===== config.mk =====
export PLATFORM = sky130hd
export DESIGN_NAME = rational_arith_unit_top_flat
export DESIGN_NICKNAME = d
export VERILOG_FILES = /design/src/hw/rtl/rau_pkg.sv /design/src/hw/rtl/rau_if.sv /design/src/hw/rtl/rau_divider.sv /design/src/hw/rtl/rational_arith_unit_top.sv /design/src/flat_wrapper.sv
export SDC_FILE = /design/constraint.sdc
export NUM_CORES = 2
export LEC_CHECK = 0
export ABC_AREA = 1
export CORE_AREA = 4 4 250 313
export DETAILED_ROUTE_END_ITERATION = 8
export DIE_AREA = 0 0 254 317
export DONT_BUFFER_PORTS = 1
export HOLD_SLACK_MARGIN = 0.1
export PLACE_DENSITY = 0.69
export SKIP_CTS_REPAIR_TIMING = 1
export SYNTH_ARGS = -nofsm -noshare
export SYNTH_HDL_FRONTEND = slang
export SYNTH_SLANG_ARGS = --single-unit
export TNS_END_PERCENT = 10

===== constraint.sdc =====
create_clock -name clk -period 11.9 [get_ports clk]
set_clock_uncertainty 0.15 [all_clocks]
set_input_delay 2.38 -clock clk [delete_from_list [all_inputs] [get_ports clk]]
set_output_delay 2.38 -clock clk [all_outputs]
set_load 0.03 [all_outputs]

===== src/hw/rtl/rau_pkg.sv =====
// Package for the rational arithmetic unit: command codes, sequencer states,
// output field widths and the divider status struct.
// No dependencies.
package rau_pkg;

    // Output field widths
    localparam int NUM_BITS = 33;
    localparam int DEN_BITS = 32;

    // Operation codes on the command field
    typedef enum logic [1:0] {
        CMD_ADD = 2'd0,
        CMD_SUB = 2'd1,
        CMD_MUL = 2'd2,
        CMD_DIV = 2'd3
    } cmd_t;

    // Sequencer states of the top level
    typedef enum logic [3:0] {
        ST_IDLE,
        ST_MUL0,
        ST_MUL1,
        ST_MUL2,
        ST_COMBINE,
        ST_EUC_GO,
        ST_EUC_WAIT,
        ST_QN_GO,
        ST_QN_WAIT,
        ST_QD_GO,
        ST_QD_WAIT,
        ST_DONE
    } state_t;

    // Status from the shared divider
    typedef struct packed {
        logic busy;
        logic done;
    } div_status_t;

endpackage


===== src/hw/rtl/rau_if.sv =====
// Valid/ready channel interfaces for the rational arithmetic unit.
// Depends on nothing; operand width is an interface parameter.
interface rau_in_if #(
    parameter int W = 16
);
    logic                valid;
    logic                ready;
    logic [1:0]          command;
    logic signed [W-1:0] a_num;
    logic signed [W-1:0] a_den;
    logic signed [W-1:0] b_num;
    logic signed [W-1:0] b_den;

    modport source (output valid, command, a_num, a_den, b_num, b_den, input ready);
    modport sink   (input valid, command, a_num, a_den, b_num, b_den, output ready);
endinterface

interface rau_out_if;
    logic               valid;
    logic               ready;
    logic signed [32:0] res_num;
    logic signed [31:0] res_den;
    logic               zero_den_error;

    modport source (output valid, res_num, res_den, zero_den_error, input ready);
    modport sink   (input valid, res_num, res_den, zero_den_error, output ready);
endinterface


===== src/hw/rtl/rau_divider.sv =====
// Shared signed divider: restoring, one quotient bit per cycle, truncating.
// Depends on rau_pkg (div_status_t).
module rau_divider #(
    parameter int WIDTH = 33
) (
    input  logic                    clk,
    input  logic                    rst_n,
    input  logic                    start,
    input  logic signed [WIDTH-1:0] dividend,
    input  logic signed [WIDTH-1:0] divisor,
    output logic signed [WIDTH-1:0] quotient,
    output logic signed [WIDTH-1:0] remainder,
    output rau_pkg::div_status_t    status
);

    localparam int CW = $clog2(WIDTH + 1);
    localparam logic [CW-1:0] LAST = CW'(WIDTH - 1);

    logic             busy_reg, busy_next;
    logic             done_reg, done_next;
    logic [CW-1:0]    cnt_reg, cnt_next;
    logic [WIDTH-1:0] quo_reg, quo_next;
    logic [WIDTH-1:0] rem_reg, rem_next;
    logic [WIDTH-1:0] dsr_reg, dsr_next;
    logic             neg_q_reg, neg_q_next;
    logic             neg_r_reg, neg_r_next;

    logic [WIDTH:0]   shifted;
    logic [WIDTH:0]   diff;

    // One restoring step per cycle; magnitudes at start
    always_comb
    begin
        busy_next  = busy_reg;
        done_next  = 1'b0;
        cnt_next   = cnt_reg;
        quo_next   = quo_reg;
        rem_next   = rem_reg;
        dsr_next   = dsr_reg;
        neg_q_next = neg_q_reg;
        neg_r_next = neg_r_reg;
        shifted    = {rem_reg, quo_reg[WIDTH-1]};
        diff       = shifted - {1'b0, dsr_reg};
        if (start)
        begin
            busy_next  = 1'b1;
            cnt_next   = '0;
            quo_next   = dividend[WIDTH-1] ? WIDTH'(-dividend) : WIDTH'(dividend);
            dsr_next   = divisor[WIDTH-1] ? WIDTH'(-divisor) : WIDTH'(divisor);
            rem_next   = '0;
            neg_q_next = dividend[WIDTH-1] ^ divisor[WIDTH-1];
            neg_r_next = dividend[WIDTH-1];
        end
        else if (busy_reg)
        begin
            if (!diff[WIDTH])
            begin
                rem_next = diff[WIDTH-1:0];
                quo_next = {quo_reg[WIDTH-2:0], 1'b1};
            end
            else
            begin
                rem_next = shifted[WIDTH-1:0];
                quo_next = {quo_reg[WIDTH-2:0], 1'b0};
            end
            if (cnt_reg == LAST)
            begin
                busy_next = 1'b0;
                done_next = 1'b1;
            end
            else
            begin
                cnt_next = cnt_reg + 1'b1;
            end
        end
    end

    // Control registers
    always_ff @(posedge clk or negedge rst_n)
    begin
        if (!rst_n)
        begin
            busy_reg <= 1'b0;
            done_reg <= 1'b0;
        end
        else
        begin
            busy_reg <= busy_next;
            done_reg <= done_next;
        end
    end

    // Datapath registers
    always_ff @(posedge clk)
    begin
        cnt_reg   <= cnt_next;
        quo_reg   <= quo_next;
        rem_reg   <= rem_next;
        dsr_reg   <= dsr_next;
        neg_q_reg <= neg_q_next;
        neg_r_reg <= neg_r_next;
    end

    // Apply signs: quotient by xor, remainder follows dividend
    assign quotient    = neg_q_reg ? -$signed(quo_reg) : $signed(quo_reg);
    assign remainder   = neg_r_reg ? -$signed(rem_reg) : $signed(rem_reg);
    assign status.busy = busy_reg;
    assign status.done = done_reg;

endmodule


===== src/hw/rtl/rational_arith_unit_top.sv =====
// Rational arithmetic unit top level: shared multiplier, sequencer, Euclid
// reduction on the shared divider. Depends on rau_pkg, rau_if, rau_divider.
//
// Channel    Dir  Fields
// operands   in   command[1:0]; a_num, a_den, b_num, b_den (OPERAND_WIDTH each)
// result     out  res_num[32:0], res_den[31:0], zero_den_error
//
// One transaction at a time: after accept the sequencer runs the three multiplies,
// COMBINE, the Euclid steps and the two reducing divides on the one-bit-per-cycle
// divider (N = 2*OPERAND_WIDTH+1 bits, 33 by default). A zero input denominator
// goes straight to DONE, a zero result denominator from COMBINE.
// Reset clears the sequencer and the result valid; nothing else to clear.
// A result held by a stalled sink does not block the next accept; the
// following result waits in DONE until the output register frees up.
module rational_arith_unit_top #(
    parameter int OPERAND_WIDTH = 16
) (
    input  logic           clk,
    input  logic           rst_n,
    rau_in_if.sink         operands,
    rau_out_if.source      result
);

    localparam int W  = OPERAND_WIDTH;
    localparam int PW = 2 * W;
    localparam int NW = 2 * W + 1;

    rau_pkg::state_t state_reg, state_next;
    rau_pkg::cmd_t   cmd_reg, cmd_next;

    logic signed [W-1:0]  an_reg, an_next, ad_reg, ad_next;
    logic signed [W-1:0]  bn_reg, bn_next, bd_reg, bd_next;
    logic signed [PW-1:0] t1_reg, t1_next, t2_reg, t2_next;
    logic signed [NW-1:0] num_reg, num_next, den_reg, den_next;
    logic signed [NW-1:0] x_reg, x_next, y_reg, y_next;
    logic signed [NW-1:0] qn_reg, qn_next, qd_reg, qd_next;
    logic                 err_reg, err_next;

    logic                 out_valid_reg, out_valid_next;
    logic signed [32:0]   res_num_reg, res_num_next;
    logic signed [31:0]   res_den_reg, res_den_next;
    logic                 res_err_reg, res_err_next;

    logic signed [W-1:0]  mul_x, mul_y;
    logic signed [PW-1:0] product;

    logic                 div_start;
    logic signed [NW-1:0] div_dividend, div_divisor;
    logic signed [NW-1:0] div_quotient, div_remainder;
    rau_pkg::div_status_t div_status;

    logic signed [63:0]   qn_ext, qd_ext;

    // Shared divider
    rau_divider #(
        .WIDTH (NW)
    ) u_div (
        .clk       (clk),
        .rst_n     (rst_n),
        .start     (div_start),
        .dividend  (div_dividend),
        .divisor   (div_divisor),
        .quotient  (div_quotient),
        .remainder (div_remainder),
        .status    (div_status)
    );

    // Shared multiplier
    assign product = mul_x * mul_y;

    // Quotients widened before taking the output field bits
    assign qn_ext = 64'(qn_reg);
    assign qd_ext = 64'(qd_reg);

    assign operands.ready        = (state_reg == rau_pkg::ST_IDLE);
    assign result.valid          = out_valid_reg;
    assign result.res_num        = res_num_reg;
    assign result.res_den        = res_den_reg;
    assign result.zero_den_error = res_err_reg;

    // Sequencer and datapath next values
    always_comb
    begin
        state_next     = state_reg;
        cmd_next       = cmd_reg;
        an_next        = an_reg;
        ad_next        = ad_reg;
        bn_next        = bn_reg;
        bd_next        = bd_reg;
        t1_next        = t1_reg;
        t2_next        = t2_reg;
        num_next       = num_reg;
        den_next       = den_reg;
        x_next         = x_reg;
        y_next         = y_reg;
        qn_next        = qn_reg;
        qd_next        = qd_reg;
        err_next       = err_reg;
        res_num_next   = res_num_reg;
        res_den_next   = res_den_reg;
        res_err_next   = res_err_reg;
        out_valid_next = out_valid_reg && !result.ready;
        mul_x          = ad_reg;
        mul_y          = bd_reg;
        div_start      = 1'b0;
        div_dividend   = x_reg;
        div_divisor    = y_reg;

        case (state_reg)
            rau_pkg::ST_IDLE:
            begin
                if (operands.valid)
                begin
                    cmd_next = rau_pkg::cmd_t'(operands.command);
                    an_next  = operands.a_num;
                    ad_next  = operands.a_den;
                    bn_next  = operands.b_num;
                    bd_next  = operands.b_den;
                    err_next = (operands.a_den == '0) || (operands.b_den == '0);
                    state_next = ((operands.a_den == '0) || (operands.b_den == '0)) ?
                                 rau_pkg::ST_DONE : rau_pkg::ST_MUL0;
                end
            end

            // First numerator term
            rau_pkg::ST_MUL0:
            begin
                mul_x      = an_reg;
                mul_y      = (cmd_reg == rau_pkg::CMD_MUL) ? bn_reg : bd_reg;
                t1_next    = product;
                state_next = rau_pkg::ST_MUL1;
            end

            // Second numerator term (add and subtract)
            rau_pkg::ST_MUL1:
            begin
                mul_x      = ad_reg;
                mul_y      = bn_reg;
                t2_next    = product;
                state_next = rau_pkg::ST_MUL2;
            end

            // Denominator
            rau_pkg::ST_MUL2:
            begin
                mul_x      = ad_reg;
                mul_y      = (cmd_reg == rau_pkg::CMD_DIV) ? bn_reg : bd_reg;
                den_next   = NW'(product);
                state_next = rau_pkg::ST_COMBINE;
            end

            // Form the numerator, catch a zero result denominator
            rau_pkg::ST_COMBINE:
            begin
                case (cmd_reg)
                    rau_pkg::CMD_ADD: num_next = NW'(t1_reg) + NW'(t2_reg);
                    rau_pkg::CMD_SUB: num_next = NW'(t1_reg) - NW'(t2_reg);
                    default:          num_next = NW'(t1_reg);
                endcase
                x_next = num_next;
                y_next = den_reg;
                if (den_reg == '0)
                begin
                    err_next   = 1'b1;
                    state_next = rau_pkg::ST_DONE;
                end
                else
                begin
                    state_next = rau_pkg::ST_EUC_GO;
                end
            end

            // Euclid step: x rem y
            rau_pkg::ST_EUC_GO:
            begin
                div_start  = 1'b1;
                state_next = rau_pkg::ST_EUC_WAIT;
            end

            rau_pkg::ST_EUC_WAIT:
            begin
                if (div_status.done)
                begin
                    if (div_remainder == '0)
                    begin
                        state_next = rau_pkg::ST_QN_GO;
                    end
                    else
                    begin
                        x_next     = y_reg;
                        y_next     = div_remainder;
                        state_next = rau_pkg::ST_EUC_GO;
                    end
                end
            end

            // Reduce numerator by the final divisor
            rau_pkg::ST_QN_GO:
            begin
                div_start    = 1'b1;
                div_dividend = num_reg;
                state_next   = rau_pkg::ST_QN_WAIT;
            end

            rau_pkg::ST_QN_WAIT:
            begin
                if (div_status.done)
                begin
                    qn_next    = div_quotient;
                    state_next = rau_pkg::ST_QD_GO;
                end
            end

            // Reduce denominator by the final divisor
            rau_pkg::ST_QD_GO:
            begin
                div_start    = 1'b1;
                div_dividend = den_reg;
                state_next   = rau_pkg::ST_QD_WAIT;
            end

            rau_pkg::ST_QD_WAIT:
            begin
                if (div_status.done)
                begin
                    qd_next    = div_quotient;
                    state_next = rau_pkg::ST_DONE;
                end
            end

            // Load the output register once it is free
            rau_pkg::ST_DONE:
            begin
                if (!out_valid_reg || result.ready)
                begin
                    out_valid_next = 1'b1;
                    res_err_next   = err_reg;
                    res_num_next   = err_reg ? '0 : qn_ext[rau_pkg::NUM_BITS-1:0];
                    res_den_next   = err_reg ? '0 : qd_ext[rau_pkg::DEN_BITS-1:0];
                    state_next     = rau_pkg::ST_IDLE;
                end
            end

            default:
            begin
                state_next = rau_pkg::ST_IDLE;
            end
        endcase
    end

    // State register and result valid
    always_ff @(posedge clk or negedge rst_n)
    begin
        if (!rst_n)
        begin
            state_reg     <= rau_pkg::ST_IDLE;
            out_valid_reg <= 1'b0;
        end
        else
        begin
            state_reg     <= state_next;
            out_valid_reg <= out_valid_next;
        end
    end

    // Payload registers
    always_ff @(posedge clk)
    begin
        cmd_reg     <= cmd_next;
        an_reg      <= an_next;
        ad_reg      <= ad_next;
        bn_reg      <= bn_next;
        bd_reg      <= bd_next;
        t1_reg      <= t1_next;
        t2_reg      <= t2_next;
        num_reg     <= num_next;
        den_reg     <= den_next;
        x_reg       <= x_next;
        y_reg       <= y_next;
        qn_reg      <= qn_next;
        qd_reg      <= qd_next;
        err_reg     <= err_next;
        res_num_reg <= res_num_next;
        res_den_reg <= res_den_next;
        res_err_reg <= res_err_next;
    end

endmodule


===== src/flat_wrapper.sv =====
// flat-port wrapper written by rule: the top's interface ports become plain ports
module rational_arith_unit_top_flat 
#(
    parameter int OPERAND_WIDTH = 16
)
  (clk, rst_n, operands_valid, operands_command, operands_a_num, operands_a_den, operands_b_num, operands_b_den, operands_ready, result_valid, result_res_num, result_res_den, result_zero_den_error, result_ready);
  rau_in_if #(.W(OPERAND_WIDTH)) operands_i ();
  rau_out_if result_i ();
  input  logic clk;
  input  logic rst_n;
  input wire logic [$bits(operands_i.valid)-1:0] operands_valid;
  input wire logic [$bits(operands_i.command)-1:0] operands_command;
  input wire logic [$bits(operands_i.a_num)-1:0] operands_a_num;
  input wire logic [$bits(operands_i.a_den)-1:0] operands_a_den;
  input wire logic [$bits(operands_i.b_num)-1:0] operands_b_num;
  input wire logic [$bits(operands_i.b_den)-1:0] operands_b_den;
  output wire logic [$bits(operands_i.ready)-1:0] operands_ready;
  output wire logic [$bits(result_i.valid)-1:0] result_valid;
  output wire logic [$bits(result_i.res_num)-1:0] result_res_num;
  output wire logic [$bits(result_i.res_den)-1:0] result_res_den;
  output wire logic [$bits(result_i.zero_den_error)-1:0] result_zero_den_error;
  input wire logic [$bits(result_i.ready)-1:0] result_ready;
  assign operands_i.valid = operands_valid;
  assign operands_i.command = operands_command;
  assign operands_i.a_num = operands_a_num;
  assign operands_i.a_den = operands_a_den;
  assign operands_i.b_num = operands_b_num;
  assign operands_i.b_den = operands_b_den;
  assign operands_ready = operands_i.ready;
  assign result_valid = result_i.valid;
  assign result_res_num = result_i.res_num;
  assign result_res_den = result_i.res_den;
  assign result_zero_den_error = result_i.zero_den_error;
  assign result_i.ready = result_ready;
  rational_arith_unit_top #(.OPERAND_WIDTH(OPERAND_WIDTH)) u_core (.clk(clk), .rst_n(rst_n), .operands(operands_i), .result(result_i));
endmodule

==> impl_metrics.toml <==
[global_routing]
busiest_layer = "met2"
grt_pass1_wl_um = 156000
met2_usage = 0.456
gr-total-overflow = 0
grt_max_degree = 82
grt_use_met3 = 0.0260
grt.met1_usage = 0.280
grt_usage = 0.250
grt_pass1_vias = 28600
antenna_found_initial = 0

[floorplan]
fp.dieH_um = 317
die-width_um = 254
initial_core_util = 0.493
pin_count = 138
rows = 113
core_sq_um = 75500
die_area_sq_um = 80500

[synthesis]
synth_area_leaders = "edfxtp_1 (37%), fa_1 (14%), nand2_1 (8.8%), inv_1 (7.9%), ha_1 (5.2%)"
syn-cell-area_sq_um = 37200
syn-num-nets = 4759
ys_seq_area_frac = 0.398
synth_top_cell_by_area = "edfxtp_1"
synthCells = 4270
synth_top_area_frac = 0.372
ys_ff_latch = 507
avgSynthCellArea_sq_um = 8.72
ys_types = 54
synth-warning-count = 0

[drt]
drtIter0Drc = 1887
firstDrtPassIters = 6
drc = 0
viasPerCell = 5.38
finalWirelength_um = 101000
dr_total_vias = 28400
ant_nets = 0
wl_per_cell_um = 19.1

[timing]
setup_tns_ps = 0
slew_violations = 0
tightest_slew_ps = 1220
setup_viol = 0
maxSlewHeadroom = 0.179
hold_viol_final = 0
max_freq_mhz = 107
rsz0062_at_grt = "false"
fin_crit_sh = 0.786
period_needed_ps = 9350

[run]
cap_violations = 0

[hold_path]
hold_class = "reg -> reg"
hold_depth = 0

[cells_and_area]
drive_gt1_frac = 0.0436
fill_cells = 6950
syn_to_final_growth_pct = 8.04
nNetsFinal = 4754
finalNonFillerCells = 5286
antennaDiodeCount = 0
layout_common_cells = "nand2_1 (867), inv_1 (781), nor2_1 (504)"
mostFrequentLayoutCell = "nand2_1"

[cts]
htreeDepth = 2
insertion_delay_ps = 640
clk_pin_slew_worst_paths_ps = 70
cts_buffers = 52
clockBufferDepth = 3
root_buffer = "clkbuf_16"
cts_tree = "built"
cts.sinks = 507

[setup_path]
end_kind = "flip-flop"
worstSetupPathType = "reg -> reg"
worst-path-max-fanout = 41
rr_worst_depth = 28
cp_slowest_cell = "fa_1"
cp_common_cell = "inv_1"
cp-start-kind = "flip-flop"
critical_path.max_stage_delay_ps = 620
required_ps = 12210
crit_arrival_ps = 9660

[placement]
port_buffers = 0
dpl.hpwl_um = 81400
gp_congestion = 1.02
placedCellCount = 5188

[status]
status = "completed"
[stage by stage]
step            util  cell area (sq um)  hold WS, ps  setup WS, ps
4_1_cts        0.533              40200          305          2610
2_1_floorplan      -              37200          276          3430
6_report       0.533              40200          303          2550
3_5_place_dp   0.509              38400          290          2570
5_1_grt        0.533              40200          315          1910
3_3_place_gp   0.509              38400          282          2750
[per-layer routing]
metal / routed length (um) / vias up
met4: 7320 / 0
li1: - / 13700
met2: 51300 / 958
met5: 0 / -
met1: 37500 / 13500
met3: 4840 / 290
[final timing paths]
check,start,slack (ps),end
max,u_core.cmd_reg[1],2550,u_core.t1_reg[30]
min reg2reg,u_core.div_divisor[0],300,u_core.u_div.dsr_reg[0]
max reg2reg,u_core.cmd_reg[1],2550,u_core.t1_reg[30]
min in group asynchronous,rst_n,1280,u_core.state_reg[2]
min,u_core.div_divisor[0],300,u_core.u_div.dsr_reg[0]
max in group asynchronous,rst_n,10250,u_core.result.valid
[cell families (layout without fill, tap and decap cells)]
kind of cell	count (synthesis)	after routing	share of synthesized area
buf+inv	894	933	0.0914
xor+xnor	185	185	0.0435
simple gates	1730	1730	0.193
fa+ha+maj	419	419	0.194
compound gates	535	535	0.0808
flops	507	507	0.398
[cells in the mapped netlist (all sizes together)]
cell,number
nand2,870
and2,3
buf,31
nand3b,16
a21boi,4
clkinv,5
nand3,158
or2,22
nand4,48
nand2b,1
ha,155
xnor2,63
a41oi,1
nor3b,1
o21ai,252
fa,264
dfxtp,39
o21bai,19
nor2,519
a21oi,162
nor4b,1
a31oi,24
inv,791
a21o,8
clkbuf,67
o31ai,8
dfrtp,7
a31o,1
o22ai,19
a221oi,2
xor2,122
nor4,35
a311oi,1
o2111ai,2
nor3,56
o221ai,2
o211ai,20
o21a,7
edfxtp,461
a211oi,3
[final cells by class]
class	count	area (sq um)	share of cell area
multi-input combinational	2869	19100	0.475
sequential	507	14800	0.368
inverter	796	2990	0.0744
clock buffer	59	1330	0.0330
tap	977	1220	0.0304
clock inverter	39	484	0.0120
timing repair buffer	39	293	0.00728
[worst max-delay path, delay by kind of cell (launching register included)]
family / cells / cell delay, ps
simple gates: 6 / 1600
xor+xnor: 1 / 240
flops: 1 / 340
compound gates: 3 / 620
fa+ha+maj: 7 / 3710
buf+inv: 11 / 2500
Power is left out: the tool's default activity adds up to more than one toggle a clock period on the data nets, which glitch-free logic cannot reach.
